$ cat config.mk
export PLATFORM = sky130hd
export DESIGN_NAME = gcd_sqrt
export DESIGN_NICKNAME = d
export VERILOG_FILES = /design/src/hw/rtl/gcd_pkg.sv /design/src/hw/rtl/gcd_sqrt.sv
export SDC_FILE = /design/constraint.sdc
export NUM_CORES = 2
export LEC_CHECK = 0
export BUFFER_PORTS_ARGS = -buffer_cell sky130_fd_sc_hd__buf_2
export CORE_MARGIN = 2
export CORE_UTILIZATION = 58
export DETAILED_ROUTE_END_ITERATION = 8
export PLACE_DENSITY = 0.77
export SETUP_SLACK_MARGIN = 0.2
export SYNTH_ARGS = -nofsm -noshare
export SYNTH_HDL_FRONTEND = slang
export SYNTH_SLANG_ARGS = --single-unit
$ cat constraint.sdc
create_clock -name clk -period 4 [get_ports clk]
set_input_delay 0.2 -clock clk [delete_from_list [all_inputs] [get_ports clk]]
set_output_delay 0.2 -clock clk [all_outputs]
set_load 0.02 [all_outputs]
$ cat src/hw/rtl/gcd_pkg.sv
`timescale 1ns / 1ps
`default_nettype none
package gcd_pkg;

  localparam int ANGLE_FRAC_BITS_DEF = 20;
  localparam int CORDIC_STAGES_DEF = 24;

  localparam int LAT_W = 28;
  localparam int LON_W = 29;
  localparam int RAD_W = 23;
  localparam int DIST_W = 25;

  // CORDIC datapath width, Q30 with headroom for gain and angle sums.
  localparam int CW = 34;
  // Width of the haversine term a, which lies in [0, 2^30].
  localparam int SQ_W = 31;

  localparam logic [26:0] DEG_TO_RAD_Q32 = 27'd74961321;
  localparam logic signed [CW-1:0] CORDIC_GAIN_Q30 = 34'sd652032874;
  localparam logic [RAD_W-1:0] RADIUS_RESET = 23'd6371000;
  localparam logic [DIST_W-1:0] DIST_MAX = 25'd26353590;

  function automatic logic [29:0] atan_q30(input int idx);
    logic [29:0] v;
    case (idx)
      0: v = 30'd843314856;
      1: v = 30'd497837829;
      2: v = 30'd263043836;
      3: v = 30'd133525158;
      4: v = 30'd67021686;
      5: v = 30'd33543515;
      6: v = 30'd16775850;
      7: v = 30'd8388437;
      8: v = 30'd4194282;
      9: v = 30'd2097149;
      10: v = 30'd1048575;
      11: v = 30'd524287;
      12: v = 30'd262143;
      13: v = 30'd131071;
      14: v = 30'd65535;
      15: v = 30'd32767;
      16: v = 30'd16383;
      17: v = 30'd8191;
      18: v = 30'd4095;
      19: v = 30'd2047;
      20: v = 30'd1023;
      21: v = 30'd511;
      22: v = 30'd255;
      23: v = 30'd127;
      24: v = 30'd63;
      25: v = 30'd31;
      26: v = 30'd15;
      27: v = 30'd7;
      28: v = 30'd3;
      29: v = 30'd1;
      default: v = 30'd0;
    endcase
    return v;
  endfunction

endpackage
`default_nettype wire

$ cat src/hw/rtl/gcd_sqrt.sv
`timescale 1ns / 1ps
`default_nettype none
module gcd_sqrt
  import gcd_pkg::*;
(
  input  wire logic            clk,
  input  wire logic            rst_n,
  input  wire logic            adv,
  input  wire logic            vld_i,
  input  wire logic [SQ_W-1:0] a_i,
  output logic                 vld_o,
  output logic [SQ_W-1:0]      root_o
);

  localparam int NW = 2 * SQ_W - 1;

  logic [NW-1:0]   n_r   [0:SQ_W-1];
  logic [NW-1:0]   res_r [0:SQ_W-1];
  logic [SQ_W-1:0] v_r;

  for (genvar i = 0; i < SQ_W; i++) begin : g_st
    localparam logic [NW-1:0] BIT = NW'(1) << (2 * (SQ_W - 1 - i));
    logic [NW-1:0] ni, ri;
    logic [NW:0]   sum;
    logic          vi;
    if (i == 0) begin : g_first
      assign ni = {a_i, (SQ_W - 1)'(0)};
      assign ri = '0;
      assign vi = vld_i;
    end else begin : g_next
      assign ni = n_r[i-1];
      assign ri = res_r[i-1];
      assign vi = v_r[i-1];
    end
    assign sum = {1'b0, ri} + {1'b0, BIT};

    always_ff @(posedge clk) begin
      if (!rst_n) begin
        v_r[i] <= 1'b0;
      end else if (adv) begin
        v_r[i] <= vi;
      end
    end

    always_ff @(posedge clk) begin
      if (adv) begin
        if ({1'b0, ni} >= sum) begin
          n_r[i] <= ni - sum[NW-1:0];
          res_r[i] <= (ri >> 1) + BIT;
        end else begin
          n_r[i] <= ni;
          res_r[i] <= ri >> 1;
        end
      end
    end
  end

  assign vld_o = v_r[SQ_W-1];
  assign root_o = res_r[SQ_W-1][SQ_W-1:0];

endmodule
`default_nettype wire

==> impl_metrics.tcl <==
set metrics [dict create \
    coreArea_sq_um 148000 \
    setup_viol 0 \
    drive_gt1_share_pct 10.4 \
    syn2layout_area_growth_pct 13.0 \
    post_synth.cell_area_avg_sq_um 11.5 \
    grt_overflow 0 \
    crit_type "reg -> reg" \
    drv_slew 0 \
    use_met3_pct 3.29 \
    grt_pass1_wl_um 290000 \
    top_usage_layer "met2" \
    max_stage_delay_ps 430 \
    dp_hpwl_um 130000 \
    crit_fanout 3 \
    seq_area_frac_synth_pct 56.9 \
    power_density_nw_per_um2 544 \
    fin_setup_tns_ps 0 \
    grt_setup_unrepaired "yes" \
    drt-pass1-iter-count 6 \
    grt_pass1_vias 58000 \
    ys_ff_latch 1652 \
    synth.distinct_cells 86 \
    die_h_um 390 \
    chipWidth_um 390 \
    viasPerCell 5.81 \
    synthesis.nets 8078 \
    portBuffers 66 \
    start_kind "flip-flop" \
    timing.fmax_mhz 252 \
    grt_use_total_pct 23.7 \
    cts_buffer_depth 3 \
    synthCells 7535 \
    finalPower_w 0.0532 \
    die_area_sq_um 152000 \
    start_util_pct 58.5 \
    htree_levels 4 \
    worst_pin_slew_ps 1220 \
    clock_sinks 1652 \
    crit_path_frequent_cell "buf_6" \
    final_nets 8400 \
    ys.flop_type "edfxtp_1" \
    clk_pin_slew_ps 70 \
    gr-usage-met2_pct 45.7 \
    critical-path-slowest-cell "or4_4" \
    relSlewSlack_pct 18.3 \
    timing.hold.ws_ps 54.2 \
    synth-async-reset-ratio_pct 0 \
    critPathRequiredTime_ps 4550 \
    drcViolationCount 0 \
    ir_drop_v 0.000413 \
    crit_arrival_ps 4520 \
    antenna_found_initial 2 \
    fin_crit_ps 3970 \
    wl_per_cell_um 18.4 \
    grt_util_met1_pct 25.2 \
    pre_cts_slack_ps -203 \
    setup.worst_path.end_class "flip-flop" \
    num_rows 141 \
    ys.warnings.count 0 \
    grt_start_max_net_pins 174 \
    final-hold-violation-count 0 \
    setup_slack_ps 28.5 \
    cp_cell_sequence "buf_6 > buf_6 > inv_2 > fa_2 > nor2b_4 > o31ai_4 > a211oi_4 > o2111ai_4 > o211ai_4 > a41oi_4 > or2_1 > or4_4 > or3_4 > buf_6 > nor3_4 > xor2_1" \
    finClkSkew_ps 74.4 \
    numCtsBuffers 171 \
    cts_root_buffer "clkbuf_16" \
    cts_tree "done" \
    final.period_utilization_pct 99.3 \
    utilization_pct 66.1 \
    synth_edf_count 1621 \
    boundaryPins 67 \
    status "finished, final reports clean" \
    gp_congestion 0.954 \
    max-cap-violations 0 \
    wirelength_um 182000 \
    synth.cell_area_sq_um 86600 \
    drtIter0Drc 4205 \
    holdCritPathClass "in -> reg" \
    ant_nets 0 \
    clock_latency_ps 870 \
    via_count 57700 \
    power.leakage_nw 38.0 \
]
-- worst max-delay path: cells and delay by family, from the launching register on --
kind	cells	cell delay [ps]
AO/OA/AOI/OAI	5	1100
AND/OR/NAND/NOR	5	1350
XOR/XNOR	1	80
flip-flops	1	370
buffers and inverters	4	390
adder cells (fa/ha/maj)	1	410
-- sequential cells by signal, summed over array words and instances, names as in the netlist --
| signal | flops |
|---|---|
| vld_o | 1 |
| g_st.vi | 30 |
| n_r | 1126 |
| res_r | 495 |
-- synthesized netlist by cell type (36+ instances only) --
master	n	area (sq um)
edfxtp_1	1621	48700
nand2_1	657	2470
inv_1	651	2440
o21ai_0	512	2560
ha_1	493	6170
nor2_1	417	1570
a21oi_1	390	1950
xor2_1	387	3390
xnor2_1	364	3190
nor3_1	220	1100
a21o_1	197	1480
clkbuf_1	168	631
nor4_1	142	888
nand3_1	119	596
nor2b_1	112	701
nand2b_1	101	632
or3_1	93	582
nand4_1	74	463
o21a_1	71	533
or4_1	47	353
o21bai_1	44	330
mux2_2	43	484
mux2i_1	41	410
or2_2	41	257
a211oi_1	40	300
a31oi_1	36	225
o31ai_1	36	270
-- what timing repair did --
item / in CTS / in global routing
pin swaps: 29 / 61
cloned: 0 / 1
hold buffers: 36 / 0
buffers inserted: 22 / 21
setup endpoints to repair: 121 / 217
resized for setup: 62 / 149
hold endpoints to repair: 106 / 0
-- cell type report --
class                   count  area, sq um
inverters                 653         2450
fillers                 10300        50100
clock buffers             204         4430
repair buffers            326         2540
multi-input cells        5052        35200
diodes                      1         2.50
clock inverters           115         1530
repair inverters            1         7.51
flip-flops and latches   1652        49300
well taps                1930         2410
-- placed cells by master (no fill, tap or decap), types with 33 or more instances in the layout --
cell type,count
edfxtp_1,1621
nand2_1,654
inv_1,645
o21ai_0,495
ha_1,484
nor2_1,408
xor2_1,386
a21oi_1,375
xnor2_1,361
nor3_1,208
buf_4,208
a21o_1,197
clkbuf_16,171
nor4_1,123
nand3_1,115
nor2b_1,106
nand2b_1,101
or3_1,88
nand4_1,74
o21a_1,71
buf_2,65
o21bai_1,43
or4_1,43
mux2_2,43
mux2i_1,41
or2_2,40
dlygate4sd3_1,36
and3_1,34
o31ai_1,33
-- routing by layer --
metal / part of all wire [%] / vias up / routed length [um]
met3: 4.4 / 498 / 8060
li1: - / 28100 / -
met2: 54 / 1635 / 99100
met4: 4.5 / 0 / 8180
met1: 37 / 27500 / 67000
met5: 0 / - / 0
-- metrics by stage --
stage	cell area (sq um)	std cells
detailed placement	90300	9534
finish	97900	9934
global route	97900	9934
CTS	97000	9911
global placement	90300	9534
floorplan	86700	7535
-- worst paths after layout --
kind / from / to / slack (ps) / depth (start not counted)
worst max-delay path: n_r[1][559]$_SDFFCE_PP0P_ / n_r[1][667]$_DFFE_PP_ / 30 / 16
worst min-delay path: a_i[3] / n_r[0][33]$_DFFE_PP_ / 50 / 2
worst max register to register: n_r[1][559]$_SDFFCE_PP0P_ / n_r[1][667]$_DFFE_PP_ / 30 / 16
worst min register to register: n_r[0][346]$_DFFE_PP_ / n_r[0][407]$_DFFE_PP_ / 450 / 0
-- cells by family after synthesis --
family / Yosys count / share of synthesized area, %
buffers and inverters: 831 / 3.62
AOI/OAI and AO/OA: 1505 / 10.6
xor gates and xnor gates: 751 / 7.59
and+or+nand+nor: 2204 / 12.8
adders and majority gates: 508 / 7.47
DFF: 1652 / 56.9
muxes: 84 / 1.03
-- where the power goes --
| part | internal (W) | total, W | switching, W | leakage, nW |
|---|---|---|---|---|
| registers | 0.0223 | 0.0242 | 0.00193 | 15.5 |
| clock network | 0.00955 | 0.0165 | 0.00694 | 2.86 |
| logic | 0.00539 | 0.0125 | 0.00710 | 19.6 |
Power figures use the tool's default switching activity.
