### src/hw/rtl/gcd_pkg.sv
`timescale 1ns / 1ps
`default_nettype none
package gcd_pkg;

  localparam int ANGLE_FRAC_BITS_DEF = 20;
  localparam int CORDIC_STAGES_DEF = 24;

  localparam int LAT_W = 28;
  localparam int LON_W = 29;
  localparam int RAD_W = 23;
  localparam int DIST_W = 25;

  // CORDIC datapath width, Q30 with headroom for gain and angle sums.
  localparam int CW = 34;
  // Width of the haversine term a, which lies in [0, 2^30].
  localparam int SQ_W = 31;

  localparam logic [26:0] DEG_TO_RAD_Q32 = 27'd74961321;
  localparam logic signed [CW-1:0] CORDIC_GAIN_Q30 = 34'sd652032874;
  localparam logic [RAD_W-1:0] RADIUS_RESET = 23'd6371000;
  localparam logic [DIST_W-1:0] DIST_MAX = 25'd26353590;

  function automatic logic [29:0] atan_q30(input int idx);
    logic [29:0] v;
    case (idx)
      0: v = 30'd843314856;
      1: v = 30'd497837829;
      2: v = 30'd263043836;
      3: v = 30'd133525158;
      4: v = 30'd67021686;
      5: v = 30'd33543515;
      6: v = 30'd16775850;
      7: v = 30'd8388437;
      8: v = 30'd4194282;
      9: v = 30'd2097149;
      10: v = 30'd1048575;
      11: v = 30'd524287;
      12: v = 30'd262143;
      13: v = 30'd131071;
      14: v = 30'd65535;
      15: v = 30'd32767;
      16: v = 30'd16383;
      17: v = 30'd8191;
      18: v = 30'd4095;
      19: v = 30'd2047;
      20: v = 30'd1023;
      21: v = 30'd511;
      22: v = 30'd255;
      23: v = 30'd127;
      24: v = 30'd63;
      25: v = 30'd31;
      26: v = 30'd15;
      27: v = 30'd7;
      28: v = 30'd3;
      29: v = 30'd1;
      default: v = 30'd0;
    endcase
    return v;
  endfunction

endpackage
`default_nettype wire

### src/hw/rtl/gcd_angle.sv
`timescale 1ns / 1ps
`default_nettype none
module gcd_angle
  import gcd_pkg::*;
#(
  parameter int FRAC = ANGLE_FRAC_BITS_DEF,
  parameter int IN_W = 29,
  parameter int HALF_ANG = 0,
  parameter int FOLD = 0
) (
  input  wire logic                   clk,
  input  wire logic                   rst_n,
  input  wire logic                   adv,
  input  wire logic                   vld_i,
  input  wire logic signed [IN_W-1:0] ang_i,
  output logic                        vld_o,
  output logic signed [CW-1:0]        rad_o,
  output logic                        neg_o
);

  localparam longint FULL = longint'(360) << FRAC;
  localparam longint HALF_C = FULL / 2;
  localparam longint QUARTER = FULL / 4;
  localparam longint MULT = (longint'(1) << (IN_W - 1)) / FULL + 1;
  localparam longint OFF = HALF_C + MULT * FULL;
  localparam int VW = 33;
  localparam longint RECIP = (longint'(1) << VW) / FULL;
  localparam int RW = $clog2(RECIP + 1);
  localparam int PW = VW + 28;
  localparam int SH = FRAC + 2 + HALF_ANG;

  localparam logic [VW-1:0] FULL_V = VW'(FULL);
  localparam logic [VW-1:0] HALF_V = VW'(HALF_C);
  localparam logic signed [VW-1:0] QUARTER_V = VW'(QUARTER);
  localparam logic [RW-1:0] RECIP_V = RW'(RECIP);

  logic [5:0]            v_r;
  logic [VW-1:0]         v1_r, v2_r, r3_r;
  logic [RW-1:0]         q2_r;
  logic signed [VW-1:0]  a4_r;
  logic [2:0]            n_r;
  logic signed [PW-1:0]  p5_r;
  logic signed [CW-1:0]  rad_r;

  logic [VW+RW-1:0]      prod2;
  logic [VW-1:0]         qf3, rr4;
  logic signed [VW-1:0]  rc4, ab4, a4_nxt;
  logic                  n4_nxt;
  logic signed [PW-1:0]  rnd6, sh6;

  assign prod2 = v1_r * RECIP_V;
  assign qf3 = q2_r * FULL_V;
  assign rr4 = (r3_r >= FULL_V) ? (r3_r - FULL_V) : r3_r;
  assign rc4 = $signed(rr4 - HALF_V);
  assign ab4 = (rc4 < 0) ? -rc4 : rc4;

  always_comb begin
    a4_nxt = rc4;
    n4_nxt = 1'b0;
    if (FOLD != 0) begin
      a4_nxt = ab4;
      if (ab4 > QUARTER_V) begin
        a4_nxt = $signed(HALF_V) - ab4;
        n4_nxt = 1'b1;
      end
    end
  end

  assign rnd6 = p5_r + (PW'(1) <<< (SH - 1));
  assign sh6 = rnd6 >>> SH;

  always_ff @(posedge clk) begin
    if (!rst_n) begin
      v_r <= '0;
    end else if (adv) begin
      v_r <= {v_r[4:0], vld_i};
    end
  end

  always_ff @(posedge clk) begin
    if (adv) begin
      v1_r <= VW'(longint'(ang_i) + OFF);
      q2_r <= prod2[VW+RW-1:VW];
      v2_r <= v1_r;
      r3_r <= v2_r - qf3;
      a4_r <= a4_nxt;
      n_r[0] <= n4_nxt;
      p5_r <= a4_r * $signed({1'b0, DEG_TO_RAD_Q32});
      n_r[1] <= n_r[0];
      rad_r <= sh6[CW-1:0];
      n_r[2] <= n_r[1];
    end
  end

  assign vld_o = v_r[5];
  assign rad_o = rad_r;
  assign neg_o = n_r[2];

endmodule
`default_nettype wire

### config.mk
export PLATFORM = sky130hd
export DESIGN_NAME = gcd_angle
export DESIGN_NICKNAME = d
export VERILOG_FILES = /design/src/hw/rtl/gcd_pkg.sv /design/src/hw/rtl/gcd_angle.sv
export SDC_FILE = /design/constraint.sdc
export NUM_CORES = 1
export LEC_CHECK = 0
export ABC_AREA = 1
export BUFFER_PORTS_ARGS = -buffer_cell sky130_fd_sc_hd__buf_2
export CAP_MARGIN = 10
export CORE_MARGIN = 3
export CORE_UTILIZATION = 35
export DETAILED_ROUTE_END_ITERATION = 10
export GPL_ROUTABILITY_DRIVEN = 1
export PLACE_DENSITY = 0.53
export SLEW_MARGIN = 20
export SYNTH_ARGS = -nofsm -noshare
export SYNTH_HDL_FRONTEND = slang
export SYNTH_SLANG_ARGS = --single-unit
### constraint.sdc
create_clock -name clk -period 11.2 [get_ports clk]
set_clock_uncertainty 0.2 [all_clocks]
set_input_delay 3.36 -clock clk [delete_from_list [all_inputs] [get_ports clk]]
set_output_delay 3.36 -clock clk [all_outputs]
set_load 0.05 [all_outputs]
==> flow_metrics.tcl <==
set metrics [dict create \
    yosysUniqueCellTypes 46 \
    die_x_um 288.3 \
    final_layout_size_suffix_gt1_frac 0.04818 \
    synth_sequential_area_ratio 0.2164 \
    antenna-diode-count 0 \
    cap_violations 0 \
    first_pass_grt_wire_length_um 112700 \
    crit_path_max_fanout 8 \
    timing.final.ws_setup_ns 3.857 \
    detail_route.drc_violations 0 \
    synth_warnings 0 \
    synth_edf_count 197 \
    detailedPlacementHpwl_um 61240 \
    finalWeightedCongestion 0.9782 \
    clkTransAtPathRegs_ns 0.06 \
    postCtsResizedCells 0 \
    tritoncts "yes" \
    detailroute.via_count 18399 \
    first_global_vias 20118 \
    placeableCoreArea_sq_um 78230 \
    synth_top_cell_by_area "fa_1" \
    placement.cell_area_sq_um 29540 \
    cts.sink_count 203 \
    number_of_h_tree_branching_levels 1 \
    viasPerCell 4.497 \
    initialDrtViolationCount 966 \
    flow.area_growth_from_synthesis_pct 9.343 \
    grt_usage 0.1763 \
    grt_remaining_overflow 0 \
    whs_path_depth 0 \
    final_common_cell "inv_1" \
    floorplan.initialDensity 0.3566 \
    timing.final.setup_violations 0 \
    firstDrtPassIters 5 \
    cts_buffers 28 \
    die_area_sq_um 83130 \
    final-max-slew-violation-count 0 \
    layout.nets 3865 \
    outcome "finished, final reports clean" \
    post-cts-setup-buffers 0 \
    critical_path.endpoint_type "register" \
    finalHoldViolCount 0 \
    top_ff_cell_synth "edfxtp_1" \
    timing.hold.worst.class "reg2reg" \
    std_cell_rows 102 \
    buffer_depth_of_the_longest_clock_path 3 \
    most-common-layout-cells "1032 x inv_1, 436 x fa_1, 367 x ha_1, 276 x nand2_1, 197 x edfxtp_1" \
    pre_cts_slack_ns 3.815 \
    post_cts_hold_buffer_count 0 \
    numPortBuffers 67 \
    max-slew-margin-rel 0.2218 \
    grt_max_degree 130 \
    layout_min_cycle_time_ns 7.343 \
    antenna_violations_before_repair 0 \
    setup.worst_path.start_class "register" \
    mappedNetlistArea_sq_um 27900 \
    cp.arrival_ns 7.44 \
    layout_worst_path_cycle_share 0.6556 \
    synthesis_stage_register_bit_count 203 \
    synth_top_area_share 0.3129 \
    cts_root_buffer "clkbuf_16" \
    synth.avg_cell_area_sq_um 9.511 \
    routed_wire_length_per_instance_um 17.13 \
    fillCellCount 7876 \
    clk_latency_ns 0.60 \
    setup_total_negative_slack_ns 0 \
    syn_nets 3769 \
    layout.cell_area.non_filler_sq_um 30500 \
    worstSetupPathType "reg2reg" \
    drt.antenna.violating_nets 0 \
    fmax_ghz 0.1362 \
    async_reset_ff_frac 0 \
    postSynthCellCount 2933 \
    final_util 0.3899 \
    route.final.wire_length_um 70100 \
    critical_path_required_ns 11.30 \
    rsz0062_at_grt "false" \
    boundaryPins 69 \
    die_height_um 288.3 \
    yosys-top-cells-area "fa_1 31%, edfxtp_1 21%, ha_1 16%" \
    timing_worst_slew_pin_value_ns 1.167 \
    worst-r2r-cell-count 20 \
]
flip-flops by register name, summed over array words and instances (netlist names):
signal and count:
v1_r 30, rad_o 34, v2_r 30, p5_r 35, r3_r 33, a4_r 33, v_r 6, q2_r 2
through the flow:
step | std cells | hold WS (ns)
6_report | 4091 | 0.2164
5_1_grt | 4091 | 0.2234
4_1_cts | 4091 | 0.2162
3_5_place_dp | 4039 | 0.2045
3_3_place_gp | 4039 | 0.2011
2_1_floorplan | 2933 | 0.2003
area by class of cell:
class	instances	area, sq um	share of cell area
clock inverter	21	251.5	0.008245
sequential	203	6036	0.1979
tap	1040	1301	0.04266
clock buffer	31	711.9	0.02334
inverter	1035	3885	0.1274
timing repair buffer	69	360.3	0.01181
multi-input combinational	1692	17960	0.5887
metal layers:
metal | share of wire | global-route usage | wire [um]
met1 | 0.45 | 0.2332 | 31210
met2 | 0.48 | 0.3039 | 33550
met3 | 0.048 | 0.02565 | 3355
met4 | 0.028 | 0.04357 | 1990
met5 | 0 | 0 | 0
logic make-up (layout without fill, tap and decap cells):
kind of cell / count (synthesis) / in the layout / synth area share
AO/OA/AOI/OAI: 216 / 216 / 0.04405
multiplexers: 1 / 1 / 0.0003588
adder cells (fa/ha/maj): 803 / 803 / 0.4775
buffers and inverters: 1038 / 1156 / 0.1399
AND/OR/NAND/NOR: 562 / 562 / 0.08742
flip-flops: 203 / 203 / 0.2164
XOR/XNOR: 109 / 109 / 0.03422
other: 1 / 1 / 0.0001344
cells in the mapped netlist, types with 11 or more instances:
cell type / count
xnor2_1: 38
a31oi_1: 12
nand3_1: 61
a21o_1: 13
nand2_1: 276
inv_1: 1032
fa_1: 436
o21ai_0: 68
nor2_1: 152
a21oi_1: 90
edfxtp_1: 197
o21bai_1: 14
nor3_1: 13
ha_1: 367
nand4_1: 11
nor4_1: 12
xor2_1: 71
critical path, cell delays in order (launching register included):
cell      delay [ns]
edfxtp_1        0.70
inv_1           0.30
fa_1            0.58
fa_1            0.55
inv_1           0.05
fa_1            0.55
fa_1            0.46
fa_1            0.52
fa_1            0.58
inv_1           0.06
fa_1            0.54
inv_1           0.04
ha_1            0.38
nand2_1         0.12
nor2_1          0.10
inv_1           0.09
nor4_1          0.49
nand3_1         0.19
nand3_1         0.26
a21oi_1         0.13
xor2_1          0.18
final timing paths:
| path | from | end | slack [ns] |
|---|---|---|---|
| max | a4_r[18] | p5_r[47] | 3.86 |
| min | v2_r[2] | r3_r[2] | 0.22 |
| max reg2reg | a4_r[18] | p5_r[47] | 3.86 |
| min reg2reg | v2_r[2] | r3_r[2] | 0.22 |
Power is left out: the tool's default activity adds up to more than one toggle a clock period on the data nets, which glitch-free logic cannot reach.
